<file path="config.mk">
export PLATFORM = sky130hd
export DESIGN_NAME = rcz_filter
export DESIGN_NICKNAME = d
export VERILOG_FILES = /design/src/rtl/rcz_pkg.sv /design/src/rtl/rcz_filter.sv
export SDC_FILE = /design/constraint.sdc
export NUM_CORES = 1
export LEC_CHECK = 0
export ABC_AREA = 1
export BUFFER_PORTS_ARGS = -buffer_cell sky130_fd_sc_hd__buf_2
export CAP_MARGIN = 30
export CELL_PAD_IN_SITES_DETAIL_PLACEMENT = 0
export CELL_PAD_IN_SITES_GLOBAL_PLACEMENT = 1
export CORE_MARGIN = 2
export CORE_UTILIZATION = 38
export DETAILED_ROUTE_END_ITERATION = 16
export PLACE_DENSITY = 0.64
export SYNTH_ARGS = -nofsm -noshare
export SYNTH_HDL_FRONTEND = slang
export SYNTH_SLANG_ARGS = --single-unit
</file>
<file path="constraint.sdc">
create_clock -name clk -period 7.5 [get_ports clk]
set_input_delay 0.75 -clock clk [delete_from_list [all_inputs] [get_ports clk]]
set_output_delay 0.75 -clock clk [all_outputs]
set_load 0.005 [all_outputs]
</file>
<file path="src/rtl/rcz_pkg.sv">
package rcz_pkg;

    // Pixel format
    localparam int CHANNEL_BITS = 8;
    localparam int NUM_CHANNELS = 3;
    localparam int CH_RED       = 2;
    localparam int CH_GREEN     = 1;
    localparam int CH_BLUE      = 0;

    // Frame geometry
    localparam int DEFAULT_MAX_WIDTH = 1024;
    localparam int MAX_HEIGHT        = 1024;
    localparam int ROW_BITS          = 11;
    localparam int GEOM_BITS         = 11;
    localparam logic [GEOM_BITS-1:0] RESET_WIDTH  = 11'd640;
    localparam logic [GEOM_BITS-1:0] RESET_HEIGHT = 11'd480;

    // Configuration port
    localparam int CFG_INDEX_BITS = 2;
    localparam int CFG_DATA_BITS  = 11;
    localparam logic [CFG_INDEX_BITS-1:0] CFG_KERNEL_MODE  = 2'd0;
    localparam logic [CFG_INDEX_BITS-1:0] CFG_IMAGE_WIDTH  = 2'd1;
    localparam logic [CFG_INDEX_BITS-1:0] CFG_IMAGE_HEIGHT = 2'd2;

    // Filter arithmetic
    localparam int SUM_BITS   = 12;   // sum of nine channel values
    localparam int NUM_BITS   = 14;   // signed numerator for the divide by 9
    localparam int DIVN_BITS  = 13;   // rounded numerator, always below 4600
    localparam int PROD_BITS  = 26;
    localparam logic [DIVN_BITS-1:0] DIV9_RECIP = 13'd7282;  // ceil(2^16 / 9)
    localparam int DIV9_SHIFT = 16;
    localparam logic [DIVN_BITS-1:0] DIV9_ROUND = 13'd4;

    typedef enum logic [1:0] {
        KM_IDENTITY = 2'd0,
        KM_MEAN     = 2'd1,
        KM_RIGHT    = 2'd2,
        KM_SHARPEN  = 2'd3
    } kmode_t;

    // One pixel, red in the top lane
    typedef logic [NUM_CHANNELS-1:0][CHANNEL_BITS-1:0] rgb_t;

    // Output position info for one beat
    typedef struct packed {
        logic emit;
        logic last;
        logic top_ok;
        logic bot_ok;
        logic left_ok;
        logic right_ok;
    } pos_flags_t;

    // Round to nearest divide by 9, clamped to 0..255
    function automatic logic [CHANNEL_BITS-1:0] div9_sat(input logic signed [NUM_BITS-1:0] num);
        logic [DIVN_BITS-1:0] n;
        logic [PROD_BITS-1:0] prod;
        logic [PROD_BITS-DIV9_SHIFT-1:0] q;
        logic [CHANNEL_BITS-1:0] res;
        n    = num[DIVN_BITS-1:0] + DIV9_ROUND;
        prod = PROD_BITS'(n) * PROD_BITS'(DIV9_RECIP);
        q    = prod[PROD_BITS-1:DIV9_SHIFT];
        if (num <= 0)
        begin
            res = '0;
        end
        else if (q > (PROD_BITS-DIV9_SHIFT)'(255))
        begin
            res = '1;
        end
        else
        begin
            res = q[CHANNEL_BITS-1:0];
        end
        return res;
    endfunction

endpackage

</file>
<file path="src/rtl/rcz_filter.sv">
module rcz_filter
    import rcz_pkg::*;
(
    input  logic                    clk,
    input  logic                    rst_n,
    input  logic                    load,
    output logic                    ready,
    input  rgb_t                    top_pix,
    input  rgb_t                    mid_pix,
    input  rgb_t                    new_pix,
    input  pos_flags_t              flags,
    input  kmode_t                  kernel_mode,
    output logic                    out_valid,
    input  logic                    out_ready,
    output logic [CHANNEL_BITS-1:0] red_out,
    output logic [CHANNEL_BITS-1:0] green_out,
    output logic [CHANNEL_BITS-1:0] blue_out,
    output logic                    frame_end
);

    // Window stage
    rgb_t       window_reg [3][3];
    pos_flags_t s2_flags_reg;
    logic       s2_valid_reg;

    // Numerator stage
    logic signed [NUM_BITS-1:0] s3_num_reg [NUM_CHANNELS];
    logic                       s3_div_reg;
    logic                       s3_last_reg;
    logic                       s3_valid_reg;

    // Result stage
    logic [CHANNEL_BITS-1:0] out_pix_reg [NUM_CHANNELS];
    logic                    out_last_reg;
    logic                    out_valid_reg;

    logic s4_free;
    logic s3_move;
    logic s3_free;
    logic s2_move;
    logic s2_free;

    rgb_t                       masked [3][3];
    logic [2:0]                 row_ok;
    logic [2:0]                 col_ok;
    logic [SUM_BITS-1:0]        row_sum [NUM_CHANNELS][3];
    logic [SUM_BITS-1:0]        sum [NUM_CHANNELS];
    logic [DIVN_BITS-1:0]       center18 [NUM_CHANNELS];
    logic signed [NUM_BITS-1:0] num_next [NUM_CHANNELS];
    logic                       div_next;

    // Stage handshakes; a beat without an output leaves at the window stage
    assign s4_free = !out_valid_reg || out_ready;
    assign s3_move = s3_valid_reg && s4_free;
    assign s3_free = !s3_valid_reg || s3_move;
    assign s2_move = s2_valid_reg && (!s2_flags_reg.emit || s3_free);
    assign s2_free = !s2_valid_reg || s2_move;
    assign ready   = s2_free;

    // Window shift: the new column enters on the right
    always_ff @(posedge clk)
    begin
        if (load)
        begin
            for (int r = 0; r < 3; r++)
            begin
                window_reg[r][0] <= window_reg[r][1];
                window_reg[r][1] <= window_reg[r][2];
            end
            window_reg[0][2] <= top_pix;
            window_reg[1][2] <= mid_pix;
            window_reg[2][2] <= new_pix;
            s2_flags_reg     <= flags;
        end
    end

    always_ff @(posedge clk or negedge rst_n)
    begin
        if (!rst_n)
        begin
            s2_valid_reg <= 1'b0;
        end
        else if (s2_free)
        begin
            s2_valid_reg <= load;
        end
    end

    // Zero padding at the frame border
    always_comb
    begin
        row_ok = {s2_flags_reg.bot_ok, 1'b1, s2_flags_reg.top_ok};
        col_ok = {s2_flags_reg.right_ok, 1'b1, s2_flags_reg.left_ok};
        for (int r = 0; r < 3; r++)
        begin
            for (int c = 0; c < 3; c++)
            begin
                masked[r][c] = (row_ok[r] && col_ok[c]) ? window_reg[r][c] : '0;
            end
        end
    end

    // Per channel kernel sums and numerator select
    always_comb
    begin
        div_next = (kernel_mode == KM_MEAN) || (kernel_mode == KM_SHARPEN);
        for (int ch = 0; ch < NUM_CHANNELS; ch++)
        begin
            for (int r = 0; r < 3; r++)
            begin
                row_sum[ch][r] = SUM_BITS'(masked[r][0][ch]) + SUM_BITS'(masked[r][1][ch])
                               + SUM_BITS'(masked[r][2][ch]);
            end
            sum[ch]      = row_sum[ch][0] + row_sum[ch][1] + row_sum[ch][2];
            center18[ch] = {1'b0, masked[1][1][ch], 4'b0000}
                         + {4'b0000, masked[1][1][ch], 1'b0};
            unique case (kernel_mode)
                KM_IDENTITY: num_next[ch] = $signed(NUM_BITS'(masked[1][1][ch]));
                KM_MEAN:     num_next[ch] = $signed(NUM_BITS'(sum[ch]));
                KM_RIGHT:    num_next[ch] = $signed(NUM_BITS'(masked[1][2][ch]));
                KM_SHARPEN:  num_next[ch] = $signed({1'b0, center18[ch]})
                                          - $signed({2'b00, sum[ch]});
                default:     num_next[ch] = '0;
            endcase
        end
    end

    always_ff @(posedge clk)
    begin
        if (s2_move && s2_flags_reg.emit)
        begin
            for (int ch = 0; ch < NUM_CHANNELS; ch++)
            begin
                s3_num_reg[ch] <= num_next[ch];
            end
            s3_div_reg  <= div_next;
            s3_last_reg <= s2_flags_reg.last;
        end
    end

    always_ff @(posedge clk or negedge rst_n)
    begin
        if (!rst_n)
        begin
            s3_valid_reg <= 1'b0;
        end
        else if (s3_free)
        begin
            s3_valid_reg <= s2_move && s2_flags_reg.emit;
        end
    end

    // Divide, round and clamp into the output register
    always_ff @(posedge clk)
    begin
        if (s3_move)
        begin
            for (int ch = 0; ch < NUM_CHANNELS; ch++)
            begin
                out_pix_reg[ch] <= s3_div_reg ? div9_sat(s3_num_reg[ch])
                                              : s3_num_reg[ch][CHANNEL_BITS-1:0];
            end
            out_last_reg <= s3_last_reg;
        end
    end

    always_ff @(posedge clk or negedge rst_n)
    begin
        if (!rst_n)
        begin
            out_valid_reg <= 1'b0;
        end
        else if (s4_free)
        begin
            out_valid_reg <= s3_valid_reg;
        end
    end

    assign out_valid = out_valid_reg;
    assign red_out   = out_pix_reg[CH_RED];
    assign green_out = out_pix_reg[CH_GREEN];
    assign blue_out  = out_pix_reg[CH_BLUE];
    assign frame_end = out_last_reg;

endmodule

</file>
==> results of run 1 <==
stage by stage:
stage	util	worst slack [ns]
4_1_cts	0.427	0.809
3_3_place_gp	0.410	0.855
2_1_floorplan	-	1.27
6_report	0.427	0.865
5_1_grt	0.427	0.316
3_5_place_dp	0.411	0.819
worst paths after layout:
check / start / endpoint / slack, ns / cells after the start
worst max register to register: row_ok[2] / s3_num_reg[0][36] / 0.87 / 25
max in group asynchronous: rst_n / s3_valid_reg / 6.84 / 2
min in group asynchronous: rst_n / out_valid / 0.55 / 2
worst max-delay path: row_ok[2] / s3_num_reg[0][36] / 0.87 / 25
worst min-delay path: mid_pix[1] / window_reg[0][73] / 0.36 / 1
worst min register to register: s2_flags_reg[4] / s3_last_reg / 0.43 / 0
area by class of cell:
class	instances	share of cell area
Clock buffer	42	0.0308
Clock inverter	24	0.00706
Inverter	817	0.100
Multi-Input combinational cell	1940	0.512
Sequential cell	294	0.287
Tap cell	950	0.0387
Timing Repair Buffer	130	0.0239
cells by family after synthesis:
logic type | after synthesis | synth area share
xor+xnor | 69 | 0.0218
simple gates | 1054 | 0.157
compound gates | 223 | 0.0446
buf+inv | 846 | 0.115
fa+ha+maj | 594 | 0.344
flops | 294 | 0.318
per-layer routing:
layer | vias up | wire length, µm
met5 | - | 12
met4 | 2 | 1450
met3 | 74 | 2320
met2 | 289 | 30600
met1 | 9071 | 32300
li1 | 9794 | -
worst max-delay path: cells and delay by family (launching register included):
family | cells | cell delay (ns)
fa+ha+maj | 7 | 3.12
simple gates | 7 | 1.27
compound gates | 6 | 0.80
flops | 1 | 0.62
buf+inv | 5 | 0.55
cells in the final DEF, fill, tap and decap left out, types with 18 or more instances in the layout:
master / Yosys / routed
ha_1: 315 / 315
inv_1: 814 / 813
edfxtp_1: 291 / 291
buf_2: 3 / 109
a21oi_1: 106 / 106
nand3_1: 85 / 85
nor3_1: 21 / 21
fa_1: 279 / 279
xor2_1: 41 / 41
xnor2_1: 28 / 28
clkbuf_16: 0 / 37
buf_4: 0 / 18
nand2_1: 680 / 680
o21ai_0: 68 / 68
nor2_1: 194 / 193
==> reports/metrics.yaml, run 1 <==
global_route:
  grt_overflow: 0
  grt_pass1_wl_mm: 107
  grtUsageMet2: 0.299
  grt_antenna_before_repair: 1
  grt_pass1_vias: 20100
  grt-busiest-layer: "met2"
  grt_use_met3: 0.0194
  track_usage: 0.182
  grt_max_degree: 105
  use_met1: 0.258
yosys:
  syn_area_um2: 27700
  synth_top_area_share: 0.315
  ys.flop_type: "edfxtp_1"
  yosys-top-cells-area: "edfxtp_1 32%, fa_1 20%, ha_1 14%"
  synth_cell_types: 44
  synth-seq-cells: 294
  yosysSeqAreaShare: 0.318
  syn-num-nets: 3758
  yosysTopAreaCell: "edfxtp_1"
  synth_commonest_cells: "814 x inv_1, 680 x nand2_1, 315 x ha_1, 291 x edfxtp_1, 279 x fa_1"
  synth.most_common_cell: "inv_1"
  synthArstFlopShare: 0.0102
  synth_edf_count: 291
  syn_area_per_cell_um2: 8.99
  ys_warn_count: 0
  synth_cells: 3080
routing:
  wire_per_inst_um: 15.9
  wl_mm: 66.7
  drc: 0
  vias: 19200
  first_pass_iters: 5
  ant_nets: 0
  vias_per_cell: 4.58
  drt_iter0_drc: 970
die:
  initial_core_util: 0.386
  die_w_um: 274
  design.portCount: 111
  die_h_um: 274
  rows: 98
  coreArea_um2: 71900
  dieArea_um2: 75100
clocking:
  cts_root_buf: "clkbuf_16"
  postCtsHoldBufs: 1
  cts_tree: "built"
  postCtsSetupBuffers: 0
  cts_buffers: 37
  clock_latency_ns: 0.55
  cts_max_level: 2
  clk_pin_slew_ns: 0.06
  clkSinkCount: 294
  ctsResizeCount: 0
  clockBufferDepth: 3
timing:
  relSlewSlack: 0.334
  slew_violations: 0
  rsz0062_at_grt: "false"
  period_minus_slack_ns: 6.63
  tns_ns: 0
  holdWs_ns: 0.363
  period_share: 0.885
  fmax_mhz: 151
  fin_skew_ns: 0.0199
  hold_viol: 0
  finalSetupViolCount: 0
  tightest_slew_ns: 0.992
finish:
  final-seq-area_um2: 8810
  num-fill-cells: 7248
  fin_cells: 4197
  nets: 3898
  antennaDiodeCount: 0
  largest_reg_flops: 216
  drive_above_1_share: 0.0687
  synthToLayoutAreaGrowth_pct: 10.8
  fin_area_um2: 30700
  multi_input_area_um2: 15700
setup_path:
  required_ns: 7.76
  path_max_fanout: 13
  critical_path_arrival_ns: 6.89
  path_class: "flip-flop to flip-flop"
  crit_path_start_kind: "flip-flop"
  cp_slowest_cell: "edfxtp_1"
  cp-end-kind: "flip-flop"
  slowest_delay_ns: 0.62
placed_design:
  gp_congestion: 0.905
  placed_cells: 4130
  io_buffers: 110
  hpwl_mm: 56.0
  placed_cell_area_um2: 29500
hold_path:
  min_path_type: "input pin to flip-flop"
job:
  drv_cap: 0
status:
  status: "finished, final reports clean"
Power of run 1 is not shown: default switching activity piles up to over one toggle a cycle in this logic, so the estimate is an artifact.
==> run 2, diff against run 1 <==
--- a/config.mk
+++ b/config.mk
@@ -11,9 +11,9 @@
 export CELL_PAD_IN_SITES_DETAIL_PLACEMENT = 0
 export CELL_PAD_IN_SITES_GLOBAL_PLACEMENT = 1
 export CORE_MARGIN = 2
-export CORE_UTILIZATION = 38
+export CORE_UTILIZATION = 50
 export DETAILED_ROUTE_END_ITERATION = 16
-export PLACE_DENSITY = 0.64
+export PLACE_DENSITY = 0.81
 export SYNTH_ARGS = -nofsm -noshare
 export SYNTH_HDL_FRONTEND = slang
 export SYNTH_SLANG_ARGS = --single-unit
==> run 2 against run 1 <==
Compared with the run above: via count increased by 1.6%; final cell count fell by 5.1%; non-clock buffer count decreased by 1; flip-flop and latch count unchanged; clock skew up 0.010 ns; critical endpoint is now s3_num_reg[0][27].
==> reports/metrics.yaml, run 2 (same netlist as run 1, synthesis figures left out) <==
global_route:
  grt_max_degree: 87  # -17%
  grt_antenna_before_repair: 1  # unchanged
  track_usage: 0.227  # +0.0453
  grt_pass1_wl_mm: 102  # -4.6%
  grt_overflow: 0  # unchanged
  grt_pass1_vias: 20100  # -0.17%
timing:
  fmax_mhz: 148  # -1.5%
  finalSetupViolCount: 0  # unchanged
  slew_violations: 0  # unchanged
  period_minus_slack_ns: 6.73  # +0.0997 ns
  hold_viol: 0  # unchanged
  rsz0062_at_grt: "false"
  tightest_slew_ns: 0.963  # -0.0298 ns
  tns_ns: 0  # unchanged
  period_share: 0.898  # +0.0133
  fin_skew_ns: 0.0303  # +0.0105 ns
  relSlewSlack: 0.354  # +0.0200
job:
  drv_cap: 0  # unchanged
setup_path:
  path_max_fanout: 25  # +12
  path_buf_inv: 4  # -1
  crit_path_start_kind: "flip-flop"
  cp-end-kind: "flip-flop"
  path_class: "flip-flop to flip-flop"
  cp_slowest_cell: "fa_1"
  crit_top_cell: "nand2_1"
  slowest_delay_ns: 0.50  # -0.12 ns
  cpLargestDelayFamily: "adder cells"
  required_ns: 7.76  # about the same
  critical_path_arrival_ns: 6.99  # +0.10 ns
die:
  initial_core_util: 0.504  # +0.118
  dieArea_um2: 57300  # -24%
  design.portCount: 111  # unchanged
  rows: 86  # -12%
  coreArea_um2: 55000  # -23%
  die_w_um: 239  # -13%
  die_h_um: 239  # -13%
routing:
  vias: 19500  # +1.6%
  wl_mm: 63.1  # -5.4%
  wire_per_inst_um: 15.8  # -0.37%
  first_pass_iters: 5  # unchanged
  ant_nets: 0  # unchanged
  vias_per_cell: 4.91  # +7.1%
  drt_iter0_drc: 1163  # +20%
  drc: 0  # unchanged
clocking:
  cts_max_level: 2  # unchanged
  postCtsSetupBuffers: 0  # unchanged
  postCtsHoldBufs: 1  # unchanged
  clockBufferDepth: 3  # unchanged
  cts_tree: "built"
  clock_latency_ns: 0.55  # about the same
  clkSinkCount: 294  # unchanged
  cts_buffers: 35  # -5.4%
  ctsResizeCount: 0  # unchanged
  cts_root_buf: "clkbuf_16"
  clk_pin_slew_ns: 0.06  # about the same
finish:
  post-route-util: 0.551  # +0.124
  nets: 3895  # -0.077%
  layout_commonest_cell: "inv_1"
  fin_cells: 3985  # -5.1%
  synthToLayoutAreaGrowth_pct: 9.46
  final_cell_mix: "813 x inv_1, 680 x nand2_1, 315 x ha_1, 291 x edfxtp_1, 279 x fa_1"
  antennaDiodeCount: 0  # unchanged
  largest_reg_flops: 216  # unchanged
  fin_area_um2: 30300  # -1.2%
  drive_above_1_share: 0.0661  # -0.00257
placed_design:
  placed_cells: 3927  # -4.9%
  placed_cell_area_um2: 29200  # -0.95%
  io_buffers: 110  # unchanged
  hpwl_mm: 52.2  # -6.8%
  gp_congestion: 0.906  # +0.18%
hold_path:
  min_path_type: "input pin to flip-flop"
status:
  status: "finished, final reports clean"
## run 2: cell count changes in the layout (fill, tap and decap cells not counted)
cell | before | now
clkinv_8 | 0 | 2
clkbuf_1 | 5 | 6
clkinv_1 | 7 | 5
clkinvlp_4 | 2 | 0
clkinv_2 | 8 | 5
buf_16 | 1 | 0
clkinv_4 | 4 | 2
inv_6 | 2 | 1
clkbuf_16 | 37 | 35
## run 2: layout make-up
class / count / area [µm²]
well taps: 748 / 936
clock inverters: 16 / 185
flip-flops and latches: 294 / 8810
fillers: 4967 / 24700
repair buffers: 129 / 706
multi-input cells: 1940 / 15700
inverters: 817 / 3070
clock buffers: 41 / 898
## run 2: metal layers
layer,share of wire,track usage
met1,0.47,0.314
met2,0.47,0.383
met3,0.043,0.0275
met4,0.021,0.0553
met5,0,0
## run 2: per-stage QoR
stage	hold WS, ns	setup WS [ns]
2_1_floorplan	0.400	1.27
3_3_place_gp	0.402	0.944
3_5_place_dp	0.406	0.833
4_1_cts	0.339	0.794
5_1_grt	0.353	0.301
6_report	0.372	0.765
## run 2: final timing paths
kind                                  from            endpoint  slack (ns)  cells after the start
hold reg to reg            s2_flags_reg[4]         s3_last_reg        0.41                      0
setup reg to reg                 col_ok[0]   s3_num_reg[0][27]        0.77                     28
hold / removal                  new_pix[3]  window_reg[0][147]        0.37                      1
setup / recovery                 col_ok[0]   s3_num_reg[0][27]        0.77                     28
max in group asynchronous            rst_n           out_valid        6.85                      2
min in group asynchronous            rst_n        s2_valid_reg        0.54                      2
## run 2: worst reg2reg max path: cells and delay by family (launching register included)
kind / cells / cell delay, ns
flip-flops: 1 / 0.36
buffers and inverters: 4 / 0.75
adder cells (fa/ha/maj): 8 / 3.41
AO/OA/AOI/OAI: 3 / 0.39
XOR/XNOR: 1 / 0.24
AND/OR/NAND/NOR: 12 / 1.33
Power of run 2 is left out for the same reason.
==> run 3, diff against run 2 <==
--- a/config.mk
+++ b/config.mk
@@ -8,12 +8,12 @@
 export ABC_AREA = 1
 export BUFFER_PORTS_ARGS = -buffer_cell sky130_fd_sc_hd__buf_2
 export CAP_MARGIN = 30
-export CELL_PAD_IN_SITES_DETAIL_PLACEMENT = 0
+export CELL_PAD_IN_SITES_DETAIL_PLACEMENT = 1
 export CELL_PAD_IN_SITES_GLOBAL_PLACEMENT = 1
 export CORE_MARGIN = 2
-export CORE_UTILIZATION = 50
+export CORE_UTILIZATION = 25
 export DETAILED_ROUTE_END_ITERATION = 16
-export PLACE_DENSITY = 0.81
+export PLACE_DENSITY = 0.45
 export SYNTH_ARGS = -nofsm -noshare
 export SYNTH_HDL_FRONTEND = slang
 export SYNTH_SLANG_ARGS = --single-unit
==> constraint.sdc (replaced) <==
create_clock -name clk -period 7.5 [get_ports clk]
set_input_delay 1.5 -clock clk [delete_from_list [all_inputs] [get_ports clk]]
set_output_delay 1.5 -clock clk [all_outputs]
set_load 0.005 [all_outputs]
==> run 3 against run 2 <==
Compared with the run above: flip-flop and latch count stayed put; critical path depth is the same; core utilization shrank 26 points; clock-buffer cell count is 3 higher; clock skew shrank 0.0018 ns; non-clock buffer count rose by 3; via count down 2.1%; maximum frequency increased by 1.4%; setup slack improved by 0.090 ns; wire length up 23%.
==> reports/metrics.yaml, run 3 (same netlist as run 1, synthesis figures left out) <==
setup_path:
  r2r_cells: 28  # unchanged
  slowest_delay_ns: 0.54  # +0.04 ns
  cp.depth: 28  # unchanged
  cpLargestDelayFamily: "adder cells"
  critical_path_arrival_ns: 6.93  # -0.06 ns
  crit_top_cell: "nand2_1"
  cp-end-kind: "flip-flop"
  crit_path_start_kind: "flip-flop"
  path_buf_inv: 5  # +1
  rr_startpoint: "col_ok[0]"
  required_ns: 7.78  # +0.02 ns
  reg2reg_to: "s3_num_reg[0][41]"
  cp-startpoint: "col_ok[0]"
  cp_slowest_cell: "fa_1"
  regToRegSetupSlack_ns: 0.86  # +0.09 ns
  path_class: "flip-flop to flip-flop"
  path_max_fanout: 14  # -44%
timing:
  fmax_mhz: 150  # +1.4%
  slew_violations: 0  # unchanged
  tns_ns: 0  # unchanged
  period_minus_slack_ns: 6.64  # -0.0898 ns
  hold_viol: 0  # unchanged
  fin_skew_ns: 0.0285  # -0.00183 ns
  period_share: 0.886  # -0.0120
  relSlewSlack: 0.359  # +0.00553
  finalSetupViolCount: 0  # unchanged
  tightest_slew_ns: 0.961  # -0.00177 ns
  rsz0062_at_grt: "false"
global_route:
  grt_pass1_wl_mm: 122  # +20%
  grt_overflow: 0  # unchanged
  grt_antenna_before_repair: 1  # unchanged
  track_usage: 0.140  # -0.0870
  grt_max_degree: 160  # +84%
  grt_pass1_vias: 20900  # +4.0%
die:
  die_w_um: 337  # +41%
  die_h_um: 337  # +41%
  dieArea_um2: 113000  # +98%
  rows: 122  # +42%
  initial_core_util: 0.251  # -0.252
  coreArea_um2: 110000  # +100%
  design.portCount: 111  # unchanged
status:
  status: "finished, final reports clean"
clocking:
  ctsResizeCount: 0  # unchanged
  clk_pin_slew_ns: 0.06  # about the same
  clock_latency_ns: 0.57  # +0.02 ns
  postCtsSetupBuffers: 0  # unchanged
  cts_root_buf: "clkbuf_16"
  cts_max_level: 2  # unchanged
  postCtsHoldBufs: 0  # -1
  cts_tree: "built"
  clkSinkCount: 294  # unchanged
  cts_buffers: 38  # +8.6%
  clockBufferDepth: 3  # unchanged
hold_path:
  min_path_type: "flip-flop to flip-flop"
  min_path_cells: 0  # -1
  min-delay-start: "s3_last_reg"
  min_to: "frame_end"
finish:
  synthToLayoutAreaGrowth_pct: 14.1
  nets: 3901  # +0.15%
  largest_reg_flops: 216  # unchanged
  antennaDiodeCount: 0  # unchanged
  layout_commonest_cell: "inv_1"
  final_cell_mix: "813 x inv_1, 680 x nand2_1, 315 x ha_1, 291 x edfxtp_1, 279 x fa_1"
  drive_above_1_share: 0.0710  # +0.00492
routing:
  wl_mm: 77.4  # +23%
  first_pass_iters: 5  # unchanged
  drc: 0  # unchanged
  vias_per_cell: 4.04  # -18%
  vias: 19100  # -2.1%
  drt_iter0_drc: 660  # -43%
  ant_nets: 0  # unchanged
  wire_per_inst_um: 16.3  # +3.1%
placed_design:
  io_buffers: 110  # unchanged
  hpwl_mm: 65.5  # +26%
  gp_congestion: 0.767  # -15%
job:
  drv_cap: 0  # unchanged
[run 3: cell count changes in the layout (fill, tap and decap cells not counted), moves of 2 or more]
cell        change
clkinvlp_4      +4
clkinv_4        -2
bufinv_16       +5
clkbuf_16       +4
buf_12          +3
[run 3: metal layers]
metal	up-vias	part of all wire	track usage
li1	9780	-	-
met1	9148	0.51	0.203
met2	156	0.46	0.229
met3	52	0.021	0.0137
met4	0	0.015	0.0254
met5	-	0	0
[run 3: per-stage QoR]
step                 util  hold slack (ns)  setup slack (ns)  instances  cell area (µm²)
floorplan               -            0.400              1.27       3080            27700
global placement    0.274            0.403             0.882       4668            30200
detailed placement  0.274            0.407             0.798       4670            30200
CTS                 0.287            0.428             0.763       4739            31600
global route        0.287            0.434             0.247       4740            31600
finish              0.287            0.421             0.855       4740            31600
[run 3: worst register-to-register path: cells and delay by family (launching register included)]
family	cells	cell delay [ns]
DFF	1	0.38
adders and majority gates	8	3.57
AOI/OAI and AO/OA	5	0.72
buffers and inverters	5	0.69
xor gates and xnor gates	1	0.24
and+or+nand+nor	9	0.79
[run 3: how the worst max path moves through the flow]
| stage | to | slack [ns] |
|---|---|---|
| 3_5_place_dp | s3_num_reg[0][41] | 0.80 |
| 5_1_grt | s3_num_reg[0][41] | 0.25 |
| 6_report | s3_num_reg[0][41] | 0.86 |
| 4_1_cts | s3_num_reg[0][41] | 0.76 |
| 3_3_place_gp | s3_num_reg[0][13] | 0.88 |
| 2_1_floorplan | s3_num_reg[0][13] | 1.27 |
[run 3: cell type report]
cell class	instances	area [µm²]
clock buffer	44	995
clock inverter	25	357
fill	12900	78600
inverter	817	3070
multi-input combinational	1940	15700
sequential	294	8810
tap	1488	1860
timing repair buffer	132	783
Power of run 3 is left out for the same reason.
